$ cat src/sv/fct_pkg.sv
// shared types and constants for the chain table engine
// no dependencies
package fct_pkg;

    localparam int unsigned FCT_TABLE_DEPTH = 1024;

    localparam int unsigned CMD_W   = 2;
    localparam int unsigned IDX_W   = 10;
    localparam int unsigned STEP_W  = 11;
    localparam int unsigned VAL_W   = 16;
    localparam int unsigned STAT_W  = 2;
    localparam int unsigned LIMIT_W = 11;
    // wide enough for any link value and any table depth
    localparam int unsigned CMP_W   = 17;

    localparam logic [LIMIT_W-1:0] LIMIT_RESET = 11'd1024;
    localparam logic [VAL_W-1:0]   END_MARK    = 16'hFFFF;
    localparam logic [VAL_W-1:0]   FREE_MARK   = 16'h0000;
    localparam int unsigned        FIRST_ALLOC = 2;

    localparam logic [CMD_W-1:0] CMD_ALLOC  = 2'd0;
    localparam logic [CMD_W-1:0] CMD_FOLLOW = 2'd1;
    localparam logic [CMD_W-1:0] CMD_WRITE  = 2'd2;

    localparam logic [STAT_W-1:0] ST_OK     = 2'd0;
    localparam logic [STAT_W-1:0] ST_NOFREE = 2'd1;
    localparam logic [STAT_W-1:0] ST_END    = 2'd2;

    // datapath actions issued by the controller
    typedef enum logic [3:0] {
        ACT_NONE,
        ACT_CLEAR,
        ACT_LOAD,
        ACT_ALLOC_STEP,
        ACT_ALLOC_TAKE,
        ACT_ALLOC_FAIL,
        ACT_FOLLOW_STEP,
        ACT_FOLLOW_END,
        ACT_FOLLOW_OK,
        ACT_WRITE,
        ACT_NOP_RESULT
    } act_t;

    typedef struct packed {
        logic clear_last;
        logic alloc_hit;
        logic alloc_end;
        logic follow_zero;
        logic follow_bad;
    } dp_stat_t;

endpackage

$ cat src/sv/fct_ctrl.sv
// controller state machine of the chain table engine
// depends on fct_pkg; drives the datapath through act_t and reads dp_stat_t
module fct_ctrl import fct_pkg::*;
(
    input  logic             clk,
    input  logic             rst_n,
    input  logic             in_valid,
    input  logic [CMD_W-1:0] in_cmd,
    output logic             in_ready,
    input  logic             out_ready,
    output logic             out_valid,
    input  dp_stat_t         stat,
    output act_t             act
);

    typedef enum logic [2:0] {
        S_CLEAR,
        S_IDLE,
        S_ALLOC,
        S_FOLLOW,
        S_WRITE,
        S_NOP
    } state_t;

    state_t state_reg, state_next;
    logic   out_valid_reg, out_valid_next;
    logic   slot_free;
    logic   finish;

    assign slot_free = !out_valid_reg || out_ready;
    assign in_ready  = (state_reg == S_IDLE);
    assign out_valid = out_valid_reg;

    always_comb
    begin
        state_next = state_reg;
        act        = ACT_NONE;
        finish     = 1'b0;
        case (state_reg)
            S_CLEAR:
            begin
                act = ACT_CLEAR;
                if (stat.clear_last)
                begin
                    state_next = S_IDLE;
                end
            end
            S_IDLE:
            begin
                if (in_valid)
                begin
                    act = ACT_LOAD;
                    case (in_cmd)
                        CMD_ALLOC:  state_next = S_ALLOC;
                        CMD_FOLLOW: state_next = S_FOLLOW;
                        CMD_WRITE:  state_next = S_WRITE;
                        default:    state_next = S_NOP;
                    endcase
                end
            end
            S_ALLOC:
            begin
                // a hit or the end of the range waits here for a free output slot
                if (stat.alloc_hit)
                begin
                    if (slot_free)
                    begin
                        act        = ACT_ALLOC_TAKE;
                        finish     = 1'b1;
                        state_next = S_IDLE;
                    end
                end
                else if (stat.alloc_end)
                begin
                    if (slot_free)
                    begin
                        act        = ACT_ALLOC_FAIL;
                        finish     = 1'b1;
                        state_next = S_IDLE;
                    end
                end
                else
                begin
                    act = ACT_ALLOC_STEP;
                end
            end
            S_FOLLOW:
            begin
                if (stat.follow_zero)
                begin
                    if (slot_free)
                    begin
                        act        = ACT_FOLLOW_OK;
                        finish     = 1'b1;
                        state_next = S_IDLE;
                    end
                end
                else if (stat.follow_bad)
                begin
                    if (slot_free)
                    begin
                        act        = ACT_FOLLOW_END;
                        finish     = 1'b1;
                        state_next = S_IDLE;
                    end
                end
                else
                begin
                    act = ACT_FOLLOW_STEP;
                end
            end
            S_WRITE:
            begin
                if (slot_free)
                begin
                    act        = ACT_WRITE;
                    finish     = 1'b1;
                    state_next = S_IDLE;
                end
            end
            S_NOP:
            begin
                if (slot_free)
                begin
                    act        = ACT_NOP_RESULT;
                    finish     = 1'b1;
                    state_next = S_IDLE;
                end
            end
            default:
            begin
                state_next = S_IDLE;
            end
        endcase
        out_valid_next = finish ? 1'b1 : (out_valid_reg && !out_ready);
    end

    always_ff @(posedge clk or negedge rst_n)
    begin
        if (!rst_n)
        begin
            state_reg     <= S_CLEAR;
            out_valid_reg <= 1'b0;
        end
        else
        begin
            state_reg     <= state_next;
            out_valid_reg <= out_valid_next;
        end
    end

endmodule

$ cat config.mk
export PLATFORM = sky130hd
export DESIGN_NAME = fct_ctrl
export DESIGN_NICKNAME = d
export VERILOG_FILES = /design/src/sv/fct_pkg.sv /design/src/sv/fct_ctrl.sv
export SDC_FILE = /design/constraint.sdc
export NUM_CORES = 1
export LEC_CHECK = 0
export ABC_AREA = 1
export BUFFER_PORTS_ARGS = -buffer_cell sky130_fd_sc_hd__buf_2
export CORE_AREA = 2 2 39 41
export CTS_CLUSTER_DIAMETER = 120
export DETAILED_ROUTE_END_ITERATION = 8
export DIE_AREA = 0 0 41 43
export PLACE_DENSITY = 0.66
export SLEW_MARGIN = 30
export SYNTH_ARGS = -nofsm -noshare
export SYNTH_HDL_FRONTEND = slang
export SYNTH_SLANG_ARGS = --single-unit
$ cat constraint.sdc
create_clock -name clk -period 1.7 [get_ports clk]
set_clock_uncertainty 0.2 [all_clocks]
set_input_delay 0.34 -clock clk [delete_from_list [all_inputs] [get_ports clk]]
set_output_delay 0.34 -clock clk [all_outputs]
set_load 0.02 [all_outputs]
## Word level (Yosys, flattened, before mapping)

Index checks and enable logic that the tools add are counted.

| storage, ports and cells | value |
|---|---|
| memory bits (writable) | 0 |
| bits in read-only memories | 0 |
| latch bits | 0 |
| input port bits | 11 |
| memories kept | 0 |
| bits in registers | 4 |

| operators by class | value |
|---|---|
| $lt $le $gt $ge | 0 |
| bitwise logic cells | 0 |
| $add $sub $neg | 0 |
| reductions and logical operators | 8 |
| multiplexer cells | 28 |
| shifts and indexed selects | 0 |
| div/mod/pow operators | 0 |
| multipliers | 0 |
| eq/ne operators | 11 |

Operator list:

| cell | number |
|---|---|
| $mux W3 | 10 |
| $mux W4 | 7 |
| $pmux W4 S6 | 1 |
| $pmux W3 S5 | 1 |
| $pmux W3 S3 | 1 |
| $eq A3 B2 Y1 const B | 2 |
| $eq A3 B3 Y1 const B | 2 |
| $mux W1 | 6 |
| $ne A3 B3 Y1 const B | 2 |
| $ne A2 B2 Y1 const B | 2 |
| $reduce_and A4 Y1 | 1 |
| $eq A3 B1 Y1 const B | 1 |
| $logic_not A3 Y1 | 1 |
| $pmux W1 S3 | 1 |
| $eq A2 B1 Y1 const B | 1 |
| $eq A2 B2 Y1 const B | 1 |
| $logic_not A1 Y1 | 2 |
| $logic_not A2 Y1 | 1 |
| $mux W2 | 1 |
| $reduce_or A2 Y1 | 1 |
| $logic_and A1 B1 Y1 | 1 |
| $logic_or A1 B1 Y1 | 1 |

## Logic depth before layout (Yosys ltp)

| logic depth | value |
|---|---|
| depth in word-level cells | 7 |
| mapped depth | 9 |
| mapped depth without buffers | 9 |

## Least setup slack after synthesis

No wires, ideal clock.

| timing path | value |
|---|---|
| path kind | reg2out |
| start | reg state_reg[1] |
| end | out act[1] |
| stages on the path, launching flop included | 8 |
| arrival | 1.295 ns |
| slack | -0.135 ns |
| path through | dfrtp_1 > inv_2 > nand2_2 > nor2_2 > nand2_1 > nand3_1 > nor2_1 > nor2_1 |

| on the way | value |
|---|---|
| word-level cells in the longest chain between the ends | 2 |

Ends and longest elaborated chain:

| item | line | text |
|---|---|---|
| start, declared | fct_ctrl.sv:25 | `state_t state_reg, state_next;` |
| start signal, assigned | fct_ctrl.sv:147 | `state_reg <= state_next;` |
| $eq A3 B1 Y1 | -- |  |
| net in_ready | fct_ctrl.sv:9 | `output logic in_ready,` |
| $pmux W4 S6 | fct_ctrl.sv:39 | `case (state_reg)` |
| end, declared | fct_ctrl.sv:13 | `output act_t act` |

The timed path passes the listed nets, and every way through them passes these cells.

## Worst setup path in the final report

| timing path | value |
|---|---|
| start | reg state_reg[1] |
| end | out act[1] |

| on the way | value |
|---|---|
| word-level cells in the longest chain between the ends | 2 |

Ends and longest elaborated chain:

| item | line |
|---|---|
| $eq A3 B3 Y1 (tied with other cells) | fct_ctrl.sv:39 |
| $pmux W4 S6 * | fct_ctrl.sv:39 |

Every way passes the cells marked *; elsewhere a longest branch is shown, timed or not.

==> metrics <==
Hold Crit Class=input port to flip-flop; H-tree depth=1; fillers=134; Reg-to-Reg Start=state_reg[1]; PD cells=1640 nW/um^2; Site Rows=14; Die W=41 um; GRT Total Usage=14.7%; Vias/cell=4.39; Initial Utilization=32.2%; Compound-Gate Fraction of Synth Area=5.06%; Max Cap Viol=0; Final Slew Violations=0; sequential cell area fraction in the yosys report=22.5%; power consumption=1.26 mW; worst vdd ir=796 uV; post-synthesis simple-gate area fraction=55.1%; Ys Warns=0; clock slew at reported path FFs=0.04 ns; Tcrit/Tclk final=111%; post-synthesis mux area share=0%; fmax=528 MHz; Synth Cell Area=445 um^2; die area=1760 um^2; clk_lat worst skew=0.23 ns; Post-synth EDFFs=0; maximum buffer depth of the clock tree=2; remaining global-route overflow=0; final worst setup slack=-0.195 ns; Synth cell types=16; worst-margin pin slew=0.186 ns; post-route minimum period=1.89 ns; Setup violations, final=8; chip height=43 um; ant diodes=0; crit path capture type=output pin; crit-path cells=inv_2 -> nand2_4 -> nor2_4 -> nand2_1 -> nand3_2 -> nor2_1 -> nor2_2 -> buf_6; leakage power=0.413 nW; Clock Sinks=4; failing checks=negative setup slack; Hold Crit Start=in_cmd[1]; setup TNS=-0.908 ns; Area growth syn-to-layout=71.9%; commonest cells in the netlist=nand2_1, nor2_1, inv_1, nand3_1; pin count of the biggest net entering global routing=8; Mapped Cells=79; Required @ worst endpoint=1.16 ns; final net count=124; max incr delay on CP=0.46 ns; RSZ-0062 raised after global routing=true; final-report hold violation count=0; Rel. slew slack=87.6%; CP Launch Point=state_reg[1]; layout cells sized above 1=50.5%; Area after DPL=592 um^2; gpl congestion=0.774; vias in the first global route=465; critical setup path kind=flip-flop to output pin; xor/xnor share of the synthesized area=0%; Largest register FFs=3; CP max FO=7; most common cell in the netlist=nand2_1; routed wire length=1170 um; DR vias=549; Top FF cell, synth=dfrtp_1; dominant combinational cell family by area after synthesis=simple AND/OR/NAND/NOR gates; worst slack, placed=-0.0517 ns; first drt pass iteration count=3; num ports=17; fin area=766 um^2; syn avg cell area=5.64 um^2; crit path max-delay cell type=dfrtp_2; FF+latch count, synth=4; ys async rst share=100%; synthesized net count=92; Core Region=1380 um^2; Top delay family on crit path=flip-flops; 1st-iter DRT viols=11; post-DP HPWL=871 um; arrival time of the worst setup path=1.35 ns; worst path bufs/invs=2; CTS tree=built; first-pass GRT wire length=1740 um; Post-DRT Antenna Nets=0; CTS root buffer=clkbuf_4; Adder-Cell Fraction of Synth Area=5.62%; status=complete, but fails checks; # DRC=0; Avg WL per Cell=9.37 um; share of the synthesized area in the top cell type=22.5%; initial antenna violation count=0; cts bufs inserted=3; IO Port Bufs=16; CP startpoint kind=flip-flop; top area cells in the synthesized netlist=dfrtp_1, nand2_1, nor2_1; largest area contributor in the netlist=dfrtp_1
layout by cell type (no fill, tap or decap), drive strengths merged:
cell type,Yosys,layout
nand3b,1,1
ha,2,2
nand2,25,25
inv,14,14
o21ai,2,2
o21bai,1,1
a21oi,1,1
buf,0,26
or2,1,1
clkbuf,0,3
nor2,17,17
nand3,10,10
dlygate4sd3,0,1
dfrtp,4,4
nand4,1,1
metrics by stage:
| step | util (%) | hold WS, ns | instances |
|---|---|---|---|
| floorplan | - | -0.156 | 79 |
| global placement | 42.8 | -0.0525 | 116 |
| detailed placement | 42.8 | -0.0508 | 116 |
| CTS | 49.2 | 0.190 | 122 |
| global route | 55.3 | 0.205 | 125 |
| finish | 55.3 | 0.192 | 125 |
logic make-up after synthesis:
family / after synthesis
buf+inv: 14
fa+ha+maj: 2
flops: 4
simple gates: 55
compound gates: 4
what timing repair did:
action                     CTS  global route
setup endpoints to repair    5             8
gates cloned                 0             0
buffers inserted             2             3
hold endpoints to repair     4             0
hold buffers                 1             0
pin swaps                    1             7
gates resized for setup     16            15
power by group:
part | switching [mW] | total (mW) | internal [mW]
Combinational | 0.502 | 0.931 | 0.429
Sequential | 0.0682 | 0.209 | 0.141
Clock | 0.0373 | 0.116 | 0.0789
routing by layer:
layer / vias up / global-route usage [%] / routed length, um
li1: 305 / - / -
met1: 233 / 16.3 / 497
met2: 11 / 24.4 / 631
met3: 0 / 4.71 / 43
met4: 0 / 6.00 / 0
met5: - / 0 / 0
tightest hold or removal path: cells and delay by family:
family,cells,cell delay (ns)
buf+inv,1,0.08
simple gates,3,0.16
path summary, 6_finish.rpt:
check,slack [ns],cells after the start,end
min in group asynchronous,0.25,2,state_reg[2]
max in group asynchronous,0.93,2,state_reg[0]
worst min register to register,0.32,2,state_reg[2]
worst max-delay path,-0.19,8,act[1]
worst min-delay path,0.19,4,state_reg[1]
worst max register to register,-0.04,10,state_reg[0]
area by class of cell:
type / instances / area, um^2 / share of cell area [%]
multi-input cells: 61 / 372 / 48.5
repair buffers: 27 / 196 / 25.7
flip-flops and latches: 4 / 103 / 13.4
inverters: 14 / 52.6 / 6.86
clock buffers: 3 / 22.5 / 2.94
well taps: 16 / 20.0 / 2.61
No activity file was read; power rests on OpenSTA's default activity.
